===== config.mk =====
export PLATFORM = sky130hd
export DESIGN_NAME = rsenc_cell
export DESIGN_NICKNAME = d
export VERILOG_FILES = /design/src/rtl/core/rsenc_pkg.sv /design/src/rtl/core/rsenc_cell.sv
export SDC_FILE = /design/constraint.sdc
export NUM_CORES = 1
export LEC_CHECK = 0
export ABC_AREA = 0
export BUFFER_PORTS_ARGS = -buffer_cell sky130_fd_sc_hd__buf_2
export CAP_MARGIN = 20
export CORE_ASPECT_RATIO = 1.2
export CORE_UTILIZATION = 35
export DETAILED_ROUTE_END_ITERATION = 12
export GPL_TIMING_DRIVEN = 1
export PLACE_DENSITY_LB_ADDON = 0.25
export SLEW_MARGIN = 5
export SYNTH_ARGS = -nofsm -noshare
export SYNTH_HDL_FRONTEND = slang
export SYNTH_SLANG_ARGS = --single-unit

===== constraint.sdc =====
create_clock -name clk -period 3.45 [get_ports clk]
set_input_delay 0.5175 -clock clk [delete_from_list [all_inputs] [get_ports clk]]
set_output_delay 0.5175 -clock clk [all_outputs]
set_load 0.03 [all_outputs]

===== src/rtl/core/rsenc_pkg.sv =====
// ----------------------------------------------------------------------------
// rsenc_pkg
// GF(256) arithmetic and shared types for the Reed-Solomon encoder
// ----------------------------------------------------------------------------
package rsenc_pkg;

  localparam int MAX_PARITY_DEF = 32;
  localparam int PARITY_RESET   = 16;
  localparam int CFG_W          = 6;
  localparam int SYM_W          = 8;

  // low byte of field polynomial 0x11d
  localparam logic [SYM_W-1:0] GF_POLY_LOW = 8'h1d;

  typedef struct packed {
    logic clear;
    logic build;
    logic step;
    logic shift;
  } cell_ctrl_t;

  function automatic logic [SYM_W-1:0] gf_xtime(input logic [SYM_W-1:0] a);
    gf_xtime = {a[SYM_W-2:0], 1'b0} ^ (a[SYM_W-1] ? GF_POLY_LOW : '0);
  endfunction

  function automatic logic [SYM_W-1:0] gf_mul(input logic [SYM_W-1:0] a,
                                              input logic [SYM_W-1:0] b);
    logic [SYM_W-1:0] x;
    logic [SYM_W-1:0] r;
    x = a;
    r = '0;
    for (int k = 0; k < SYM_W; k++) begin
      if (b[k]) begin
        r = r ^ x;
      end
      x = gf_xtime(x);
    end
    gf_mul = r;
  endfunction

endpackage


===== src/rtl/core/rsenc_cell.sv =====
// ----------------------------------------------------------------------------
// rsenc_cell
// One tap of the encoder chain: one remainder byte and one generator coefficient
// ----------------------------------------------------------------------------
module rsenc_cell (
  input  logic                         clk,
  input  rsenc_pkg::cell_ctrl_t        ctrl,
  input  logic [rsenc_pkg::SYM_W-1:0]  fb,
  input  logic [rsenc_pkg::SYM_W-1:0]  root,
  input  logic [rsenc_pkg::SYM_W-1:0]  rem_in,
  input  logic [rsenc_pkg::SYM_W-1:0]  coef_in,
  output logic [rsenc_pkg::SYM_W-1:0]  rem_out,
  output logic [rsenc_pkg::SYM_W-1:0]  coef_out
);

  logic [rsenc_pkg::SYM_W-1:0] rem;
  logic [rsenc_pkg::SYM_W-1:0] coef;

  always_ff @(posedge clk) begin
    if (ctrl.clear) begin
      rem  <= '0;
      coef <= '0;
    end else begin
      // generator build: multiply by (x + root)
      if (ctrl.build) begin
        coef <= coef ^ rsenc_pkg::gf_mul(coef_in, root);
      end
      if (ctrl.step) begin
        rem <= rem_in ^ rsenc_pkg::gf_mul(coef, fb);
      end else if (ctrl.shift) begin
        rem <= rem_in;
      end
    end
  end

  assign rem_out  = rem;
  assign coef_out = coef;

endmodule


**Word level (Yosys, flattened, before mapping)**

Index checks and enable logic that the tools add are counted.
W data, S select, Z words.

- Register bits after elaboration: 16
- Input port bits: 37
- Word-level logic and storage cells: 97

- Muxes and demuxes: 64
- Bitwise gates (word level): 30
- Reduce and logical (&&, ||, !) cells: 1

Operator list:

| cell | number |
|---|---|
| $mux W8 | 50 |
| $xor A8 B8 Y8 | 16 |
| $xor A8 B5 Y8 | 14 |
| $mux W5 | 14 |
| $reduce_bool A2 Y1 | 1 |

**Depth between registers and ports, before layout**

Gate-level depths: netlist (run 1).

- Word-level depth: 33
- Depth in mapped cells: 9

**Least setup slack after synthesis (run 1)**

Ideal clock, no wire load.

- Kind: input -> register
- Start: input coef_in[5] (netlist bit)
- End: register coef, in the netlist coef_out[2]
- Library setup time: 0.116 ns
- Arrival: 2.218 ns
- Setup slack: 1.116 ns
- Cell stages on the path: 8
- Path through: buf_2 buf_2 xor2_1 mux2_2 a32oi_1 xor2_1 xnor3_1 a31o_2

- Cells in the longest elaborated chain, start to end: 25
- Elaborated cells on any way between the ends: 30
- Those cells by class: mux (17); bitwise (13)

Ends and longest elaborated chain:

| element | RTL line | text |
|---|---|---|
| start, declared | rsenc_cell.sv:11 | `input logic [rsenc_pkg::SYM_W-1:0] coef_in,` |
| $xor A8 B5 Y8 (*) (2 in a row) | rsenc_pkg.sv:23 | `gf_xtime = {a[SYM_W-2:0], 1'b0} ^ (a[SYM_W-1] ? GF_POLY_LOW : '0);` |
| $mux W5 (*) | rsenc_pkg.sv:23 |  |
| $xor A8 B5 Y8 (*) | rsenc_pkg.sv:23 |  |
| $xor A8 B8 Y8 | rsenc_pkg.sv:34 | `r = r ^ x;` |
| $mux W8 | rsenc_pkg.sv:33 | `if (b[k]) begin` |
| $mux W8 | rsenc_cell.sv:25 | `if (ctrl.build) begin` |
| $mux W8 | rsenc_cell.sv:20 | `if (ctrl.clear) begin` |
| $xor A8 B8 Y8 | rsenc_pkg.sv:34 |  |
| [... 8 more ...] | -- |  |
| $mux W8 | rsenc_pkg.sv:33 |  |
| $mux W8 | rsenc_cell.sv:25 |  |
| $mux W8 | rsenc_cell.sv:20 |  |
| $xor A8 B8 Y8 | rsenc_pkg.sv:34 |  |
| $mux W8 (*) | rsenc_pkg.sv:33 |  |
| $mux W8 (*) | rsenc_cell.sv:25 |  |
| $mux W8 (*) | rsenc_cell.sv:20 |  |
| $xor A8 B8 Y8 (*) | rsenc_cell.sv:26 | `coef <= coef ^ rsenc_pkg::gf_mul(coef_in, root);` |
| end signal, assigned | rsenc_cell.sv:26 |  |
| end, declared | rsenc_cell.sv:17 | `logic [rsenc_pkg::SYM_W-1:0] coef;` |

Every way passes the cells marked *; elsewhere a longest branch is shown, timed or not. The select of a mux whose other input is x is not followed.
A chain may end at the register's enable or synchronous reset.

**Worst setup path after layout (run 1)**

- Start: register coef, in the netlist coef_out[2]
- End: register rem, in the netlist rem_out[2]

- Cells in the longest elaborated chain, start to end: 33
- Elaborated cells on any way between the ends: 40
- Those cells by class: mux (26); bitwise (14)

Ends and longest elaborated chain:

| element | RTL line | text |
|---|---|---|
| $mux W8 | rsenc_pkg.sv:33 |  |
| $mux W8 | rsenc_cell.sv:28 | `if (ctrl.step) begin` |
| $mux W8 | rsenc_cell.sv:20 |  |
| $xor A8 B8 Y8 | rsenc_pkg.sv:34 |  |
| $mux W8 | rsenc_pkg.sv:33 |  |
| $mux W8 | rsenc_cell.sv:28 |  |
| $mux W8 | rsenc_cell.sv:20 |  |
| $xor A8 B8 Y8 | rsenc_pkg.sv:34 |  |
| [... 17 more ...] | -- |  |
| $mux W8 (*) | rsenc_cell.sv:28 |  |
| $mux W8 (*) | rsenc_cell.sv:20 |  |
| $xor A8 B8 Y8 | rsenc_pkg.sv:34 |  |
| $mux W8 (*) | rsenc_pkg.sv:33 |  |
| $mux W8 (*) | rsenc_cell.sv:28 |  |
| $mux W8 (*) | rsenc_cell.sv:20 |  |
| $xor A8 B8 Y8 (*) | rsenc_cell.sv:29 | `rem <= rem_in ^ rsenc_pkg::gf_mul(coef, fb);` |
| $mux W8 (*) | rsenc_cell.sv:28 |  |
| end signal, assigned | rsenc_cell.sv:29 |  |
| end signal, assigned | rsenc_cell.sv:31 | `rem <= rem_in;` |
| end, declared | rsenc_cell.sv:16 | `logic [rsenc_pkg::SYM_W-1:0] rem;` |

Marks and branches as above.

==> results of run 1 <==
==> through the flow <==
stage	instances	setup WS, ns	hold WS, ns	instance area [µm²]
6_report	572	0.9278	0.6255	3621
5_1_grt	572	0.7523	0.6762	3621
4_1_cts	572	0.8779	0.6281	3621
3_5_place_dp	568	0.8930	0.6136	3566
3_3_place_gp	568	0.9493	0.5950	3566
2_1_floorplan	432	1.116	0.6798	3327
==> cells in the mapped netlist (3+ instances only) <==
library cell	n
nand2_1	96
xnor2_1	80
xor2_1	39
a21oi_1	20
clkbuf_1	17
nor2_1	17
dfxtp_1	16
xnor3_1	16
a211oi_1	15
buf_2	14
inv_1	10
nor2b_1	10
o21ai_0	10
nand2b_1	8
a22oi_1	5
mux2i_1	4
or3_1	4
xor3_1	4
a31o_2	3
buf_4	3
mux2_2	3
nand3_1	3
nor3_1	3
o22ai_1	3
==> worst paths after layout <==
kind	endpoint	cells past startpoint	slack, ns
hold / removal	coef_out[7]	2	0.63
setup / recovery	rem_out[2]	7	0.93
hold reg to reg	coef_out[7]	2	0.63
setup reg to reg	rem_out[2]	7	0.93
==> routing by layer <==
layer	track usage [%]	part of all wire, %
met4	4.762	1.7
met3	1.185	3.7
met2	31.49	49
met1	24.41	46
met5	0	0
==> flip-flops by register name (all words and copies together) (netlist names) <==
name	count
coef_out	8
rem_out	8
==> kinds of logic (layout without fill, tap and decap cells) <==
group / count (synthesis) / after routing / share of synthesized area, %
DFF: 16 / 16 / 9.628
AOI/OAI and AO/OA: 70 / 70 / 14.59
muxes: 7 / 7 / 2.219
buffers and inverters: 49 / 69 / 6.958
xor gates and xnor gates: 143 / 143 / 47.50
and+or+nand+nor: 147 / 147 / 19.11
==> cell type report <==
class                   count  area share (%)
clock buffers               4           1.520
inverters                  10           1.037
multi-input cells         367           76.64
flip-flops and latches     16           8.846
well taps                 120           4.147
repair buffers             55           7.809
==> worst register-to-register path, stage by stage, from the launching register on <==
cell and delay [ns]:
dfxtp_1 0.68, xor3_1 0.69, xnor2_1 0.19, nor2_1 0.17, xnor3_1 0.35, xnor2_1 0.13
a21oi_1 0.14, nor2_1 0.05
==> power by group <==
| group | internal, mW | leakage [nW] | total [mW] | switching, mW |
|---|---|---|---|---|
| sequential | 0.253 | 0.133 | 0.368 | 0.116 |
| combinational | 1.09 | 1.39 | 2.14 | 1.05 |
| clock | 0.101 | 0.0288 | 0.177 | 0.0756 |
| total | 1.45 | 1.55 | 2.69 | 1.24 |
==> run_results.csv, run 1 <==
group,metric,value,unit
status,status,"complete, no violations",
min_path,hp-class,"flop to flop",
clocking,clk_latency,0.25,ns
grt,grt.total_usage,18.11,%
sta,setup_viol,0,
job,maxCapViolations,0,
floorplanning,die_area,0.009901,mm²
clocking,clockRootBuffer,"clkbuf_8",
final_layout,diodes,0,
sta,slew_headroom,53.22,%
floorplanning,rows,38,
grt,grt-ovfl-total,0,
final_layout,multi_input_area,0.002775,mm²
drt,drtPass1Iterations,4,
sta,slew_violations,0,
sta,max_freq,0.3965,GHz
sta,hold_violations,0,
clocking,cts_buffer_depth,2,
synth,synth_top_area_share,21.06,%
synth,synth_edf_count,0,
grt,grt_pass1_wl,14250,µm
drt,totalWireLength,8679,µm
drt,vias_per_cell,4.991,
synth,synth_cells,432,
placed_design,place_congestion,0.8091,
clocking,cts_made_buffers,3,
floorplanning,initial_core_util,36.44,%
clocking,cts_tree,"yes",
clocking,path_clk_slew,0.07,ns
final_layout,fin_util,39.67,%
clocking,clock_sinks,16,
pwr,fin_total_pwr,2.688,mW
pwr,p_per_area,742.3,mW/mm²
setup_path,r2r_start,"coef_out[2]",
sta,min_period_over_period,73.11,%
setup_path,path_class,"flop to flop",
setup_path,max_stage_delay,0.69,ns
clocking,cts_hold_buffers,0,
synth,synthFlopType,"dfxtp_1",
grt,grt_max_degree,22,
sta,setup_tns,0,ns
grt,first_global_vias,2724,
floorplanning,dieHeight,108.8,µm
final_layout,layout_commonest_cell,"nand2_1",
grt,grt_antenna_before_repair,0,
placed_design,portBuffers,52,
synth,yosys.area.top_type,"xnor2_1",
setup_path,crit_path_top_delay_cell,"xor3_1",
synth,synth.yosys.warnings,0,
drt,avgRoutedWirePerCell,15.17,µm
clocking,cts-htree-levels,1,
drt,drtIter0Drc,98,
setup_path,cp_top_family,"XOR/XNOR gates",
synth,ys_ff_latch,16,
setup_path,critPathLaunchType,"flop",
pwr,peakVddDrop,0.3712,mV
synth,synth_top_cells_by_area,"xnor2_1, nand2_1, xnor3_1",
floorplanning,io_pins,53,
final_layout,seqCellArea,320.3,µm²
setup_path,critPathMaxFanout,12,
sta,worst_pin_slew,0.7008,ns
floorplanning,fp.dieW,91,µm
final_layout,area_growth,8.838,%
synth,synth.cell_area,0.003327,mm²
drt,final_antenna_net_count,0,
clocking,ctsResizeCount,0,
pwr,p_leak,1.553,nW
final_layout,nFillCells,993,
final_layout,fin_nets,490,
setup_path,cp-end-kind,"flop",
drt,drc,0,
synth,yosysSeqAreaShare,9.628,%
placed_design,dp_hpwl,6607,µm
synth,synth.distinct_cells,47,
setup_path,path_cells,"xor3_1 > xnor2_1 > nor2_1 > xnor3_1 > xnor2_1 > a21oi_1 > nor2_1",
setup_path,arrival,2.66,ns
synth,ys_async_sr_fraction,0,%
synth,avgSynthCellArea,7.701,µm²
drt,vias,2855,
clocking,cts_setup_buffers,0,
setup_path,setup.worst_path.start,"coef_out[2]",
synth,synth_nets,469,
floorplanning,fp.coreArea,0.009129,mm²
final_layout,layout_common_cells,"nand2_1, xnor2_1, buf_2, xor2_1, a21oi_1",
sta,fin_worst_skew,0.001732,ns
sta,period_needed,2.522,ns
setup_path,crit_required,3.58,ns
min_path,worst_hold_startpoint,"coef_out[7]",
final_layout,drive_gt1_share,16.15,%
setup_path,path_buf_inv,0,
sta,rsz0062_at_grt,"false",
No activity file was read; power rests on OpenSTA's default activity.
==> run 2, diff against run 1 <==
ABC_AREA = 1   (was 0)
clock period = 2.16 ns   (was 3.45 ns; I/O delays follow)
==> run 2 against run 1 <==
  * Sequential power up 11%
  * Highest routed layer unchanged
  * Critical path depth rose by 8
  * Routed wire length increased by 15%
  * First-iteration DRC count rose by 18%
  * Fmax up 28%
==> run_results.csv, run 2 <==
group,metric,value,unit
synth,synth.cell_area,0.003761,mm²
pwr,p_leak,2.556,nW
grt,busiest_layer,"met2",
setup_path,crit_top_cell,"nand2_1",
drt,vias_per_cell,4.650,
sta,rsz0062_at_grt,"false",
sta,setup_tns,0,ns
sta,worst_pin_slew,0.4078,ns
drt,vias,4273,
drt,drc,0,
status,status,"complete, no violations",
grt,first_global_vias,3723,
final_layout,fin_nets,828,
synth,synth_top_area_share,31.24,%
floorplanning,fp.coreArea,0.01047,mm²
floorplanning,fp.dieW,96.63,µm
synth,ys_ff_latch,16,
setup_path,cp-end-kind,"flop",
job,maxCapViolations,0,
clocking,cts-htree-levels,1,
final_layout,seqCellArea,325.3,µm²
synth,synth.distinct_cells,30,
synth,synth.yosys.warnings,0,
placed_design,place_inst,912,
final_layout,layout_common_cells,"nand2_1, inv_1, nand3_1, nor2_1, buf_2",
setup_path,critPathLaunchType,"flop",
placed_design,portBuffers,52,
synth,avgSynthCellArea,5.048,µm²
synth,yosys.area.top_type,"nand2_1",
setup_path,arrival,2.12,ns
sta,fin_worst_skew,0.006836,ns
final_layout,diodes,0,
drt,totalWireLength,10020,µm
final_layout,area_growth,13.07,%
grt,grt_max_degree,16,
synth,synth_edf_count,0,
final_layout,stdcell_count,919,
synth,synthFlopType,"dfxtp_1",
grt,grtUsageMet1,19.74,%
final_layout,layout_commonest_cell,"nand2_1",
synth,ys_async_sr_fraction,0,%
synth,synth_nets,782,
setup_path,crit_path_top_delay_cell,"dfxtp_2",
clocking,cts_tree,"yes",
sta,period_needed,1.968,ns
grt,grt.total_usage,17.70,%
floorplanning,io_pins,53,
sta,slew_violations,0,
min_path,hp-class,"input port to flop",
clocking,clk_latency,0.25,ns
grt,grtUsageMet3,1.448,%
drt,drtPass1Iterations,6,
sta,min_period_over_period,91.10,%
drt,avgRoutedWirePerCell,10.90,µm
floorplanning,rows,41,
clocking,path_clk_slew,0.06,ns
sta,hold_violations,0,
sta,max_freq,0.5082,GHz
final_layout,nFillCells,1209,
pwr,p_per_area,768.6,mW/mm²
synth,synth_top_cells_by_area,"nand2_1, nand3_1, inv_1",
clocking,cts_made_buffers,3,
synth,synth_cells,745,
drt,final_antenna_net_count,0,
drt,drtIter0Drc,116,
floorplanning,dieHeight,115.6,µm
setup_path,critPathMaxFanout,5,
synth,yosysMostFrequentCell,"nand2_1",
pwr,fin_total_pwr,3.269,mW
floorplanning,die_area,0.01117,mm²
sta,setup_viol,0,
synth,yosys-top-cells-count,"nand2_1, inv_1, nand3_1",
clocking,cts_hold_buffers,0,
setup_path,path_cells,"buf_4 > xnor2_1 > nand2_1 > nand2_1 > nand2_1 > nand2_1 > nand2_1 > inv_1 > nand3_1 > nand3_1 > nand3_1 > nand2_1 > nand3_1 > nand2_1 > inv_1",
setup_path,path_class,"flop to flop",
clocking,clock_sinks,16,
grt,use_met2,35.54,%
sta,slew_headroom,72.78,%
setup_path,crit_required,2.32,ns
placed_design,dp_hpwl,8441,µm
grt,grt_pass1_wl,16440,µm
synth,yosysSeqAreaShare,8.516,%
pwr,peakVddDrop,0.3300,mV
setup_path,max_stage_delay,0.33,ns
clocking,clockRootBuffer,"clkbuf_16",
final_layout,drive_gt1_share,14.94,%
grt,grt_antenna_before_repair,0,
final_layout,multi_input_area,0.002905,mm²
clocking,cts_buffer_depth,2,
grt,grt-ovfl-total,0,
floorplanning,initial_core_util,35.94,%
placed_design,place_congestion,0.9416,
[run 2: cell type report]
cell class	instances	share of cell area, %
repair buffers	61	7.885
well taps	129	3.795
multi-input cells	596	68.31
clock buffers	4	2.089
inverters	113	10.27
flip-flops and latches	16	7.649
[run 2: logic make-up (layout without fill, tap and decap cells)]
kind of cell	Yosys count	count (layout)	share of synthesized area, %
compound gates	14	14	2.062
xor+xnor	63	63	15.07
buf+inv	133	178	15.04
flops	16	16	8.516
simple gates	519	519	59.32
[run 2: what timing repair did]
item | in CTS | in global routing
gates resized for setup | 0 | 18
setup buffers | 0 | 3
setup endpoints to repair | 0 | 7
[run 2: per-layer routing]
layer	wire, µm	part of all wire (%)	vias up
li1	-	-	2347
met1	4400	44	1841
met2	5133	51	67
met3	230	2.3	18
met4	257	2.6	0
met5	0	0	-
[run 2: worst paths after layout]
check / start / endpoint / slack [ns] / cells past startpoint
worst min-delay path: rem_in[6] / rem_out[6] / 0.36 / 5
worst min register to register: rem_out[6] / rem_out[6] / 0.56 / 4
worst max-delay path: coef_out[6] / rem_out[2] / 0.19 / 15
worst max register to register: coef_out[6] / rem_out[2] / 0.19 / 15
[run 2: per-stage QoR]
stage / util [%] / instance area [µm²] / setup slack [ns] / hold slack [ns]
final: 40.64 / 4253 / 0.1922 / 0.3628
after detailed placement: 39.12 / 4094 / 0.1221 / 0.5487
after floorplan: - / 3761 / 0.2044 / 0.4721
after global routing: 40.64 / 4253 / 0.01425 / 0.3863
after global placement: 39.12 / 4094 / 0.1126 / 0.5471
after CTS: 39.97 / 4183 / 0.1755 / 0.3724
[run 2: worst max-delay path, delay by kind of cell (launching register included)]
family / cells / cell delay (ns)
xor+xnor: 1 / 0.32
buf+inv: 3 / 0.24
flops: 1 / 0.33
simple gates: 11 / 0.98
[run 2: power by group]
part | switching [mW] | internal, mW
clock network | 0.133 | 0.282
registers | 0.0520 | 0.357
logic | 1.59 | 0.854
total | 1.78 | 1.49
